## src/ys2_pkg.sv

```systemverilog
// Shared types for the YUV block to two-color block transcoder.
// Transaction payload structs, index layout codes and the decode bundle.
// No dependencies.
package ys2_pkg;

  // One input transaction: 16 YUV block bytes plus row flip
  typedef struct packed {
    logic [63:0] block_low;
    logic [63:0] block_high;
    logic        flip_rows;
  } in_t;

  // One result transaction
  typedef struct packed {
    logic [63:0] s2tc_block;
    logic        needs_fallback;
  } out_t;

  // Index row layout selected by the block header
  typedef enum logic [2:0] {
    LAY_ZERO,     // flat block, all indices zero
    LAY_ROW4,     // 4x1 rows of 2-bit codes in bytes 4..7
    LAY_ROW4_HI,  // 4x1 rows of 2-bit codes in bytes 12..15
    LAY_2X2,      // 2x2 codes in byte 6
    LAY_BIT1,     // 1 bit per pixel in bytes 6,7
    LAY_BIT3      // 3 bits per pixel in bytes 10..15
  } lay_e;

  // Decoded header: endpoint YUV values and layout
  typedef struct packed {
    logic signed [9:0] ya;
    logic signed [9:0] ua;
    logic signed [9:0] va;
    logic signed [9:0] yb;
    logic signed [9:0] ub;
    logic signed [9:0] vb;
    lay_e              lay;
    logic              fallback;
  } dec_t;

endpackage

```

## src/ys2_decode.sv

```systemverilog
// Header decode: mode selection, deltas and endpoint YUV values.
// Depends on ys2_pkg.
module ys2_decode (
  input  ys2_pkg::in_t  blk_i,
  output ys2_pkg::dec_t dec_o
);

  localparam logic [7:0] MODE_FLAT    = 8'd0;
  localparam logic [7:0] MODE_2X2     = 8'd1;
  localparam logic [7:0] MODE_BIT1    = 8'd2;
  localparam logic [7:0] MODE_BIT3    = 8'd6;
  localparam logic [7:0] MODE_SKIP_A  = 8'd7;
  localparam logic [7:0] MODE_CD_ROW4 = 8'd14;
  localparam logic [7:0] MODE_CD_BIT3 = 8'd15;
  localparam logic [7:0] MODE_SKIP_B  = 8'd17;
  localparam logic [7:0] MODE_CD_2X2  = 8'd19;
  localparam logic [7:0] MODE_SKIP_C  = 8'd20;
  localparam logic [7:0] MODE_SKIP_D  = 8'd21;
  localparam logic [7:0] MODE_SKIP_E  = 8'd22;

  logic [7:0]        b0, b1, b2, b3, b4, b5, b8, b9;
  logic signed [9:0] cd, cdu, cdv;
  logic signed [9:0] cy, cu, cv;

  assign b0 = blk_i.block_low[7:0];
  assign b1 = blk_i.block_low[15:8];
  assign b2 = blk_i.block_low[23:16];
  assign b3 = blk_i.block_low[31:24];
  assign b4 = blk_i.block_low[39:32];
  assign b5 = blk_i.block_low[47:40];
  assign b8 = blk_i.block_high[7:0];
  assign b9 = blk_i.block_high[15:8];

  assign cy = signed'({2'b00, b0});
  assign cu = signed'({2'b00, b1});
  assign cv = signed'({2'b00, b2});

  // mode selection; chroma-delta modes use 2*(byte-128)
  always_comb begin
    cd             = '0;
    cdu            = '0;
    cdv            = '0;
    dec_o.lay      = ys2_pkg::LAY_ROW4;
    dec_o.fallback = 1'b0;
    if (b3 != 8'd0) begin
      cd = signed'({2'b00, b3});
    end else begin
      unique case (b4)
        MODE_FLAT: dec_o.lay = ys2_pkg::LAY_ZERO;
        MODE_SKIP_A, MODE_SKIP_B, MODE_SKIP_C, MODE_SKIP_D, MODE_SKIP_E: begin
          dec_o.fallback = 1'b1;
        end
        MODE_2X2, MODE_BIT1, MODE_BIT3: begin
          cd = signed'({2'b00, b5});
          unique case (b4)
            MODE_2X2:  dec_o.lay = ys2_pkg::LAY_2X2;
            MODE_BIT1: dec_o.lay = ys2_pkg::LAY_BIT1;
            default:   dec_o.lay = ys2_pkg::LAY_BIT3;
          endcase
        end
        MODE_CD_ROW4, MODE_CD_BIT3, MODE_CD_2X2: begin
          cd  = signed'({~b5[7], ~b5[7], b5[6:0], 1'b0});
          cdu = signed'({~b8[7], ~b8[7], b8[6:0], 1'b0});
          cdv = signed'({~b9[7], ~b9[7], b9[6:0], 1'b0});
          unique case (b4)
            MODE_CD_ROW4: dec_o.lay = ys2_pkg::LAY_ROW4_HI;
            MODE_CD_BIT3: dec_o.lay = ys2_pkg::LAY_BIT3;
            default:      dec_o.lay = ys2_pkg::LAY_2X2;
          endcase
        end
        default: ;  // unknown mode: plain delta block, delta zero
      endcase
    end

    // endpoints: base minus half delta, then plus full delta
    // (deltas are non-negative or even, so the shift is a halving rounded down)
    dec_o.ya = cy - (cd >>> 1);
    dec_o.ua = cu - (cdu >>> 1);
    dec_o.va = cv - (cdv >>> 1);
    dec_o.yb = dec_o.ya + cd;
    dec_o.ub = dec_o.ua + cdu;
    dec_o.vb = dec_o.va + cdv;
  end

endmodule

```

## src/ys2_color.sv

```systemverilog
// YUV to RGB565 endpoint conversion in 8-bit fixed point, with bias and clamp.
// Depends on no package.
module ys2_color (
  input  logic signed [9:0] y_i,
  input  logic signed [9:0] u_i,
  input  logic signed [9:0] v_i,
  output logic [15:0]       rgb_o
);

  logic signed [23:0] y_e, up_e, vp_e;
  logic signed [23:0] r_acc, g_acc, b_acc;
  logic signed [15:0] r_s, g_s, b_s;
  logic [7:0]         r_c, g_c, b_c;

  function automatic logic [7:0] clamp8(input logic signed [15:0] x);
    logic [7:0] res;
    if (x < 16'sd0) begin
      res = 8'd0;
    end else if (x > 16'sd255) begin
      res = 8'd255;
    end else begin
      res = x[7:0];
    end
    return res;
  endfunction

  // constant multiplies and rounding
  always_comb begin
    y_e   = 24'(y_i);
    up_e  = 24'(u_i) - 24'sd128;
    vp_e  = 24'(v_i) - 24'sd128;
    r_acc = (y_e <<< 8) + 24'sd359 * vp_e + 24'sd128;
    g_acc = (y_e <<< 8) - 24'sd88 * up_e - 24'sd183 * vp_e + 24'sd128;
    b_acc = (y_e <<< 8) + 24'sd454 * up_e + 24'sd128;
  end

  // floor divide by 256, bias, clamp and pack
  always_comb begin
    r_s   = r_acc[23:8] + 16'sd3;
    g_s   = g_acc[23:8] + 16'sd1;
    b_s   = b_acc[23:8] + 16'sd3;
    r_c   = clamp8(r_s);
    g_c   = clamp8(g_s);
    b_c   = clamp8(b_s);
    rgb_o = {r_c[7:3], g_c[7:2], b_c[7:3]};
  end

endmodule

```

## src/ys2_index.sv

```systemverilog
// Index row generation for all layouts, in flip-aware row order.
// Depends on ys2_pkg.
module ys2_index (
  input  ys2_pkg::in_t  blk_i,
  input  ys2_pkg::lay_e lay_i,
  output logic [31:0]   rows_o
);

  // 4x1 row of 2-bit codes
  function automatic logic [7:0] row4(input logic [7:0] x, input logic alt);
    logic [7:0] r;
    r = '0;
    if (!alt) begin
      r[0] = (x[7:6] == 2'd3);
      r[2] = (x[5:4] >= 2'd2);
      r[4] = (x[3:2] == 2'd3);
      r[6] = (x[1:0] >= 2'd2);
    end else begin
      r[0] = (x[7:6] >= 2'd2);
      r[2] = (x[5:4] == 2'd3);
      r[4] = (x[3:2] >= 2'd2);
      r[6] = (x[1:0] == 2'd3);
    end
    return r;
  endfunction

  // 4x1 row of 3-bit codes
  function automatic logic [7:0] row3b(input logic [11:0] x, input logic alt);
    logic [7:0] r;
    r = '0;
    if (!alt) begin
      r[0] = (x[11:9] > 3'd6);
      r[2] = (x[8:6]  > 3'd2);
      r[4] = (x[5:3]  > 3'd6);
      r[6] = (x[2:0]  > 3'd2);
    end else begin
      r[0] = (x[11:9] > 3'd2);
      r[2] = (x[8:6]  > 3'd6);
      r[4] = (x[5:3]  > 3'd2);
      r[6] = (x[2:0]  > 3'd6);
    end
    return r;
  endfunction

  // four 1-bit pixels, MSB first
  function automatic logic [7:0] row1b(input logic [3:0] n);
    return {1'b0, n[0], 1'b0, n[1], 1'b0, n[2], 1'b0, n[3]};
  endfunction

  // 2x2 code pair expanded to a row
  function automatic logic [7:0] row22(input logic [1:0] pa, input logic [1:0] pb,
                                       input logic alt);
    logic s, t, w, z;
    logic [7:0] r;
    s = (pa == 2'd3);
    t = (pa >= 2'd2);
    w = (pb == 2'd3);
    z = (pb >= 2'd2);
    if (!alt) begin
      r = {1'b0, z, 1'b0, w, 1'b0, t, 1'b0, s};
    end else begin
      r = {1'b0, w, 1'b0, z, 1'b0, s, 1'b0, t};
    end
    return r;
  endfunction

  logic [7:0]  b [16];
  logic [7:0]  r [4];
  logic [7:0]  q [4];
  logic [15:0] p1;
  logic [23:0] wi, wj;
  logic        flip;

  // byte view of the block
  always_comb begin
    for (int k = 0; k < 8; k++) begin
      b[k]     = blk_i.block_low[8*k +: 8];
      b[k + 8] = blk_i.block_high[8*k +: 8];
    end
  end

  assign flip = blk_i.flip_rows;
  assign p1   = {b[6], b[7]};
  assign wi   = {b[10], b[11], b[12]};
  assign wj   = {b[13], b[14], b[15]};

  // per-layout rows
  always_comb begin
    for (int k = 0; k < 4; k++) begin
      r[k] = '0;
      q[k] = '0;
    end
    unique case (lay_i)
      ys2_pkg::LAY_ZERO: ;
      ys2_pkg::LAY_ROW4: begin
        for (int k = 0; k < 4; k++) begin
          r[k] = row4(flip ? b[7 - k] : b[4 + k], k[0]);
        end
      end
      ys2_pkg::LAY_ROW4_HI: begin
        for (int k = 0; k < 4; k++) begin
          r[k] = row4(flip ? b[15 - k] : b[12 + k], k[0]);
        end
      end
      ys2_pkg::LAY_2X2: begin
        q[0] = row22(b[6][7:6], b[6][5:4], 1'b0);
        q[1] = row22(b[6][7:6], b[6][5:4], 1'b1);
        q[2] = row22(b[6][3:2], b[6][1:0], 1'b0);
        q[3] = row22(b[6][3:2], b[6][1:0], 1'b1);
        for (int k = 0; k < 4; k++) begin
          r[k] = flip ? q[3 - k] : q[k];
        end
      end
      ys2_pkg::LAY_BIT1: begin
        for (int k = 0; k < 4; k++) begin
          r[k] = row1b(flip ? p1[4*k +: 4] : p1[(12 - 4*k) +: 4]);
        end
      end
      ys2_pkg::LAY_BIT3: begin
        if (flip) begin
          r[0] = row3b(wj[11:0],  1'b0);
          r[1] = row3b(wj[23:12], 1'b1);
          r[2] = row3b(wi[11:0],  1'b0);
          r[3] = row3b(wi[23:12], 1'b1);
        end else begin
          r[0] = row3b(wi[23:12], 1'b0);
          r[1] = row3b(wi[11:0],  1'b1);
          r[2] = row3b(wj[23:12], 1'b0);
          r[3] = row3b(wj[11:0],  1'b1);
        end
      end
      default: ;
    endcase
  end

  assign rows_o = {r[3], r[2], r[1], r[0]};

endmodule

```

## src/yuv_block_to_s2tc_transcode.sv

```systemverilog
// Top level of the YUV block to two-color 4x4 block transcoder.
// Depends on ys2_pkg, ys2_decode, ys2_color and ys2_index.

// A block is taken whenever start is high; busy never rises, so one block per
// clock is sustained. Each transaction gives exactly one result, shown for one
// cycle with done_o high: the block goes from the input register through header
// decode, the two YUV to RGB565 converters and the index logic into the result
// register. The receiver cannot stall, so it must capture every result in the
// cycle it appears. Left-out modes return an all-zero block with needs_fallback
// set.
module yuv_block_to_s2tc_transcode (
  input  logic          clk_i,
  input  logic          rst_ni,
  input  logic          start,
  output logic          busy,
  input  ys2_pkg::in_t  blk_i,
  output logic          done_o,
  output ys2_pkg::out_t res_o
);

  ys2_pkg::in_t  in_q;
  logic          in_vld_q;
  ys2_pkg::dec_t dec;
  logic [15:0]   e0, e1;
  logic [31:0]   rows;
  ys2_pkg::out_t res_d, res_q;
  logic          done_q;

  assign busy = 1'b0;

  // input register
  always_ff @(posedge clk_i or negedge rst_ni) begin
    if (!rst_ni) begin
      in_vld_q <= 1'b0;
    end else begin
      in_vld_q <= start;
    end
  end

  always_ff @(posedge clk_i) begin
    if (start) begin
      in_q <= blk_i;
    end
  end

  ys2_decode u_decode (
    .blk_i (in_q),
    .dec_o (dec)
  );

  ys2_color u_color_a (
    .y_i   (dec.ya),
    .u_i   (dec.ua),
    .v_i   (dec.va),
    .rgb_o (e0)
  );

  ys2_color u_color_b (
    .y_i   (dec.yb),
    .u_i   (dec.ub),
    .v_i   (dec.vb),
    .rgb_o (e1)
  );

  ys2_index u_index (
    .blk_i  (in_q),
    .lay_i  (dec.lay),
    .rows_o (rows)
  );

  // result assembly
  always_comb begin
    res_d.needs_fallback = dec.fallback;
    res_d.s2tc_block     = dec.fallback ? 64'd0 : {rows, e1, e0};
  end

  // result register
  always_ff @(posedge clk_i or negedge rst_ni) begin
    if (!rst_ni) begin
      done_q <= 1'b0;
    end else begin
      done_q <= in_vld_q;
    end
  end

  always_ff @(posedge clk_i) begin
    if (in_vld_q) begin
      res_q <= res_d;
    end
  end

  assign done_o = done_q;
  assign res_o  = res_q;

endmodule
```

## config.mk

```make
export PLATFORM = sky130hd
export DESIGN_NAME = yuv_block_to_s2tc_transcode
export DESIGN_NICKNAME = d
export VERILOG_FILES = /design/src/ys2_pkg.sv /design/src/ys2_decode.sv /design/src/ys2_color.sv /design/src/ys2_index.sv /design/src/yuv_block_to_s2tc_transcode.sv
export SDC_FILE = /design/constraint.sdc
export NUM_CORES = 1
export LEC_CHECK = 0
export ABC_AREA = 1
export BUFFER_PORTS_ARGS = -buffer_cell sky130_fd_sc_hd__buf_2
export CAP_MARGIN = 20
export CORE_UTILIZATION = 40
export CTS_CLUSTER_SIZE = 8
export DETAILED_ROUTE_END_ITERATION = 10
export HOLD_SLACK_MARGIN = 0.12
export SETUP_SLACK_MARGIN = 0.1
export SLEW_MARGIN = 10
export SYNTH_ARGS = -nofsm -noshare
export SYNTH_HDL_FRONTEND = slang
export SYNTH_SLANG_ARGS = --single-unit
```

## constraint.sdc

```tcl
create_clock -name clk_i -period 11.95 [get_ports clk_i]
set_clock_uncertainty 0.15 [all_clocks]
set_input_delay 1.7925 -clock clk_i [delete_from_list [all_inputs] [get_ports clk_i]]
set_output_delay 1.7925 -clock clk_i [all_outputs]
set_load 0.01 [all_outputs]
```

Yosys cells after proc, flatten, opt, wreduce, memory -nomap -nowiden --
Cells that the tools add are included.
Storage, ports and cells: register bits after elaboration 196, latch bits 0, RAM bits 0, memory bits (read-only) 0, input bits 132, output and inout bits 67, word-level logic and storage cells 200, memories kept 0
Cells by class: add/sub/neg operators 30, multiply operators 8, divide/modulo/power cells 0, magnitude comparators 64, eq/ne operators 36, shift-type cells 0, multiplexer cells 35, bitwise operators 3, reductions and logical operators 11
Operators by type and width (number):
- $pmux 32 s5 | 1
- $add 24x9->24 const B | 6
- $mux 8 | 14
- $add 18x24->24 | 4
- $gt 16x9->1 const B | 6
- $lt 16x1->1 const B | 6
- $add 16x2->16 const B | 4
- $mux 10 | 5
- $gt 3x2->1 const B | 16
- $gt 3x3->1 const B | 16
- $mul 10x24->24 const A | 2
- $mul 5x24->21 const A | 2
- $mul 9x24->23 const A | 2
- $mul 9x24->24 const A | 2
- $sub 18x24->24 | 2
- $sub 24x24->24 | 2
- $sub 10x9->11 const B | 4
- $eq 2x2->1 const B | 20
- $eq 8x5->1 const B | 5
- $ge 2x2->1 const B | 20
- $add 16x1->16 const B | 2
- $mux 31 | 1
- $add 10x10->10 | 3
- $sub 9x9->10 | 3
- other kinds (19) | 39

Logic depth before layout (Yosys ltp) --
depth in word-level cells 14, gate-level depth with buffers 65, depth with buffers taken out 64

By module --
Synthesis repeated with hierarchy kept, for this count alone.
Second synthesis, totals: cells, all modules 4097, area total of the unflattened synthesis 32045.7 um^2
Modules (own cells, without submodules):
- ys2_color at u_color_a | times used 1, cells each 1456, area an instance 10486.3 um^2, seq. area each 0.0 um^2
- ys2_color at u_color_b | times used 1, cells each 1399, area an instance 10391.2 um^2, seq. area each 0.0 um^2
- yuv_block_to_s2tc_transcode | times used 1, cells each 333, area an instance 6446.2 um^2, seq. area each 5875.6 um^2
- ys2_decode | times used 1, cells each 495, area an instance 2889.0 um^2, seq. area each 0.0 um^2
- ys2_index | times used 1, cells each 414, area an instance 1833.0 um^2, seq. area each 0.0 um^2

Worst setup path before layout --
Ideal clock, no wire load.
path type register to register, start point reg in_q[104] (netlist name), end point reg res_q, in the netlist res_o[22], data pin, setup time 0.256 ns, arrival 10.057 ns, required time 11.544 ns, path slack 1.487 ns, cell stages (with the launch flop) 54, path buffers 3, clock period less this slack 10.463 ns, cell sequence edfxtp_1 inv_2 nand2_2 nor2_4 nand2_2 nand3_4 nand2_4 clkbuf_1 inv_1 clkbuf_1 nand2_1 ha_1 a21oi_1 o21ai_2 a31o_2 xor2_1 ha_1 nand2_1 [18 not listed] fa_1 fa_1 inv_1 ha_1 nand2_1 nor2_1 inv_1 nor3_1 o21ai_0 nand3_1 xor2_1 inv_1 nor2_1 nand4_1 a21oi_1 nand3_2 o211ai_1 inv_1
Between the ends: cells in the longest elaborated chain, start to end 14, elaborated cells on any way between the ends 40, those cells by class add/sub: 12; mul: 2; order compare: 2; eq/ne: 11; mux: 9; reduce/logical: 4
Ends and longest elaborated chain:
- start: declaration | RTL line yuv_block_to_s2tc_transcode.sv:21 | ys2_pkg::in_t in_q;
- start signal: assignment | RTL line yuv_block_to_s2tc_transcode.sv:42 | in_q <= blk_i;
- $eq 8x5->1 or $eq 8x4->1 (tied branches) | RTL line ys2_decode.sv:48 | unique case (b4)
- $reduce_or 3->1 | RTL line ys2_decode.sv:48
- $mux 10 | RTL line ys2_decode.sv:48
- $mux 10 | RTL line ys2_decode.sv:45 | if (b3 != 8'd0) begin
- $sub 9x9->10 | RTL line ys2_decode.sv:78 | dec_o.ua = cu - (cdu >>> 1);
- $add 10x10->10 | RTL line ys2_decode.sv:81 | dec_o.ub = dec_o.ua + cdu;
- $sub 10x9->11 | RTL line ys2_color.sv:30 | up_e = 24'(u_i) - 24'sd128;
- $mul 5x24->21 | RTL line ys2_color.sv:33 | g_acc = (y_e <<< 8) - 24'sd88 * up_e - 24'sd183 * vp_e + 24'sd128;
- $sub 18x24->24 | RTL line ys2_color.sv:33
- $sub 24x24->24 | RTL line ys2_color.sv:33
- $add 24x9->24 | RTL line ys2_color.sv:33
- $add 16x1->16 | RTL line ys2_color.sv:40 | g_s = g_acc[23:8] + 16'sd1;
- $gt 16x9->1 or $lt 16x1->1 (tied branches) | RTL line ys2_color.sv:19, ys2_color.sv:17
- $mux 8 or $reduce_or 2->1 (tied branches)
- end signal: assignment | RTL line yuv_block_to_s2tc_transcode.sv:88 | res_q <= res_d;
- end: declaration | RTL line yuv_block_to_s2tc_transcode.sv:26 | ys2_pkg::out_t res_d, res_q;
Parallel ways exist; a longest one is shown, timed or not. A chain may end at the register's enable or synchronous reset.

Final worst setup path --
start point reg in_q[98] (netlist name), end point reg res_q, in the netlist res_o[7], data pin
Between the ends: cells in the longest elaborated chain, start to end 13, elaborated cells on any way between the ends 37, those cells by class add/sub: 9; mul: 2; order compare: 2; eq/ne: 11; mux: 9; reduce/logical: 4
Ends and longest elaborated chain (RTL line):
- $eq 8x5->1 or $eq 8x4->1 (tied branches) | ys2_decode.sv:48
- $reduce_or 3->1 | ys2_decode.sv:48
- $mux 10 | ys2_decode.sv:48
- $mux 10 | ys2_decode.sv:45
- $sub 9x9->10 | ys2_decode.sv:78
- $sub 10x9->11 | ys2_color.sv:30
- $mul 5x24->21 | ys2_color.sv:33
- $sub 18x24->24 | ys2_color.sv:33
- $sub 24x24->24 | ys2_color.sv:33
- $add 24x9->24 | ys2_color.sv:33
- $add 16x1->16 | ys2_color.sv:40
- $gt 16x9->1 or $lt 16x1->1 (tied branches) | ys2_color.sv:19, ys2_color.sv:17
- $mux 8 or $reduce_or 2->1 (tied branches)
Parallel ways exist; a longest one is shown, timed or not.

==> impl_metrics.ini <==
[timing]
period_share = 0.932
fin_crit_ns = 11.14
setup_tns_ns = 0
finalSetupViolations = 0
drv_slew = 0
max_slew_margin = 0.438
max_clock_freq_ghz = 0.0898
rsz0062_at_grt = false
hold_viol = 0
max_slew.worst_pin.slew_ns = 0.837

[synthesis]
synth_top_family_by_area = adder cells
ys_seq_elements = 180
synth_flop_cell = edfxtp_1
synth_area_um2 = 30700
synthMuxAreaShare = 0.000326
synth_xor_area_frac = 0.0561
syn_area_per_cell_um2 = 8.24
ys_types = 70
yosys_warnings = 0
synth-adder-area-share = 0.387
syn_inst = 3723
synth_area_leaders = ha_1 20%, fa_1 19%, edfxtp_1 17%
synth_top_area_frac = 0.197
synth_seq_area_share = 0.176
synth-edff-count = 178
synth_largest_area_cell = ha_1
synthSimpleGateAreaFrac = 0.180
synth_compound_area_frac = 0.0930
async_flop_share = 0.0111

[placement]
portBuffers = 181
gp_congestion = 0.947
dp_hpwl_mm = 69.0

[setup_path]
path_max_fanout = 12
required_ns = 12.04
crit_buf_inv = 9
critPathSlowestCell = edfxtp_1
crit_type = reg -> reg
start_kind = flip-flop
max_stage_delay_ns = 0.54
cp_top_family = simple AND/OR/NAND/NOR gates
worstPathArrival_ns = 11.23
crit_path_end_kind = flip-flop
cp_common_cell = nand2_1

[status]
outcome = completed

[global_route]
antenna_found_initial = 8
overflow = 0
grt_pass1_vias = 24230
grt_pass1_wl_mm = 131
grt_max_degree = 80
gr-usage-all-layers = 0.215

[drt]
wl_mm = 81.7
drc = 0
drt_iter0_drc = 1657
wire_per_inst_um = 16.5
drtPass1Iterations = 9
drtAntennaViolNets = 0
routed-via-count = 24485
drt-vias-per-instance = 4.93

[die]
dieArea_um2 = 77800
start_util = 0.404
dieWidth_um = 279
core.rowCount = 101
coreArea_um2 = 75900
die_y_um = 279
io_pins = 199

[job]
drv_cap = 0

[clock_tree]
clock-root-buffer = clkbuf_16
clock_latency_ns = 0.53
h-tree-depth = 4
cts.sinks = 180
cts_buffers = 17
clockBufferDepth = 2
cts_tree = built
clk_pin_slew_worst_paths_ns = 0.09

[final_layout]
nNetsFinal = 4828
drive_gt1_frac = 0.0991
area_growth_pct = 9.48

[worst_hold_path]
hp-class = reg -> reg
cells in the final DEF (no fill, tap or decap), drive strengths merged, types with 19 or more instances in the layout:
cell type  synthesis  routed
or2               29      29
nor2             225     225
nand2            678     678
edfxtp           178     178
o21bai            19      19
a21oi            234     234
buf               24     203
ha               484     484
nor3              32      32
inv              819     825
xnor2             53      53
nand3b            21      21
fa               290     290
nand3            182     182
nand4             39      39
o21ai            133     133
xor2             135     135
path summary, 6_finish.rpt:
path                                     start                 endpoint  slack, ns  cells after the start
min in group asynchronous               rst_ni       in_vld_q$_DFF_PN0_       0.90                      1
setup / recovery            in_q[98]$_DFFE_PP_   res_o[7]$_SDFFCE_PP0P_       0.81                     53
max in group asynchronous               rst_ni       in_vld_q$_DFF_PN0_      10.64                      1
hold reg to reg            in_q[125]$_DFFE_PP_  res_o[47]$_SDFFCE_PP0P_       0.71                      4
setup reg to reg            in_q[98]$_DFFE_PP_   res_o[7]$_SDFFCE_PP0P_       0.81                     53
hold / removal             in_q[125]$_DFFE_PP_  res_o[47]$_SDFFCE_PP0P_       0.71                      4
through the flow:
step | instances | hold slack, ns | utilization | setup slack, ns | cell area [um^2]
after detailed placement | 4928 | 0.690 | 0.432 | 0.184 | 32800
after floorplan | 3739 | 0.543 | - | 1.49 | 30700
after CTS | 4960 | 0.708 | 0.441 | 0.199 | 33500
after global routing | 4965 | 0.766 | 0.442 | 0.0935 | 33600
final | 4967 | 0.714 | 0.442 | 0.810 | 33600
after global placement | 4928 | 0.671 | 0.432 | 0.512 | 32800
cell usage after synthesis (12+ instances only):
| master | instances |
|---|---|
| inv_1 | 803 |
| nand2_1 | 641 |
| ha_1 | 484 |
| fa_1 | 290 |
| a21oi_1 | 227 |
| nor2_1 | 209 |
| edfxtp_1 | 178 |
| nand3_1 | 170 |
| xor2_1 | 128 |
| o21ai_0 | 127 |
| xnor2_1 | 53 |
| nand4_1 | 37 |
| or2_2 | 28 |
| nand2_2 | 27 |
| nor3_1 | 26 |
| nand3b_1 | 21 |
| buf_4 | 19 |
| o21bai_1 | 18 |
| inv_2 | 16 |
| a21o_1 | 15 |
| clkbuf_1 | 15 |
| o211ai_1 | 14 |
| a31oi_1 | 12 |
state kept, by name (all words and copies together), names as in the netlist:
| signal | flops |
|---|---|
| in_q | 129 |
| res_o | 49 |
| done_o | 1 |
| in_vld_q | 1 |
area by class of cell:
cell class	count	area, um^2
clock inverter	15	208
clock buffer	17	425
antenna	2	5.00
timing repair buffer	203	1090
tap	1030	1290
inverter	823	3100
sequential	180	5400
multi-input combinational	2697	22100
fill	7612	42400
worst min-delay path, stage by stage (launching register included):
cell and delay [ns]:
edfxtp_1 0.37, o21ai_0 0.09, o21ai_0 0.16, nor3_1 0.06
nor2_1 0.07
kinds of logic (layout without fill, tap and decap cells):
family,after synthesis,in the layout
compound gates,491,491
xor+xnor,188,188
fa+ha+maj,774,774
buf+inv,862,1058
flops,180,180
mux,1,1
other cells,1,19
simple gates,1226,1226
per-layer routing:
metal / share of wire / vias up / track usage
li1: - / 12358 / -
met1: 0.47 / 11426 / 0.298
met2: 0.45 / 597 / 0.351
met3: 0.054 / 92 / 0.0347
met4: 0.018 / 12 / 0.0479
met5: 0.00087 / - / 0
timing repair:
action / 4_1_cts / 5_1_grt
hold endpoints to repair: 0 / 0
hold buffers: 0 / 0
buffers inserted: 0 / 5
resized for setup: 0 / 15
endpoints found under the setup margin: 0 / 22
Power is left out: the tool's default activity adds up to more than one toggle a clock period on the data nets, which glitch-free logic cannot reach.
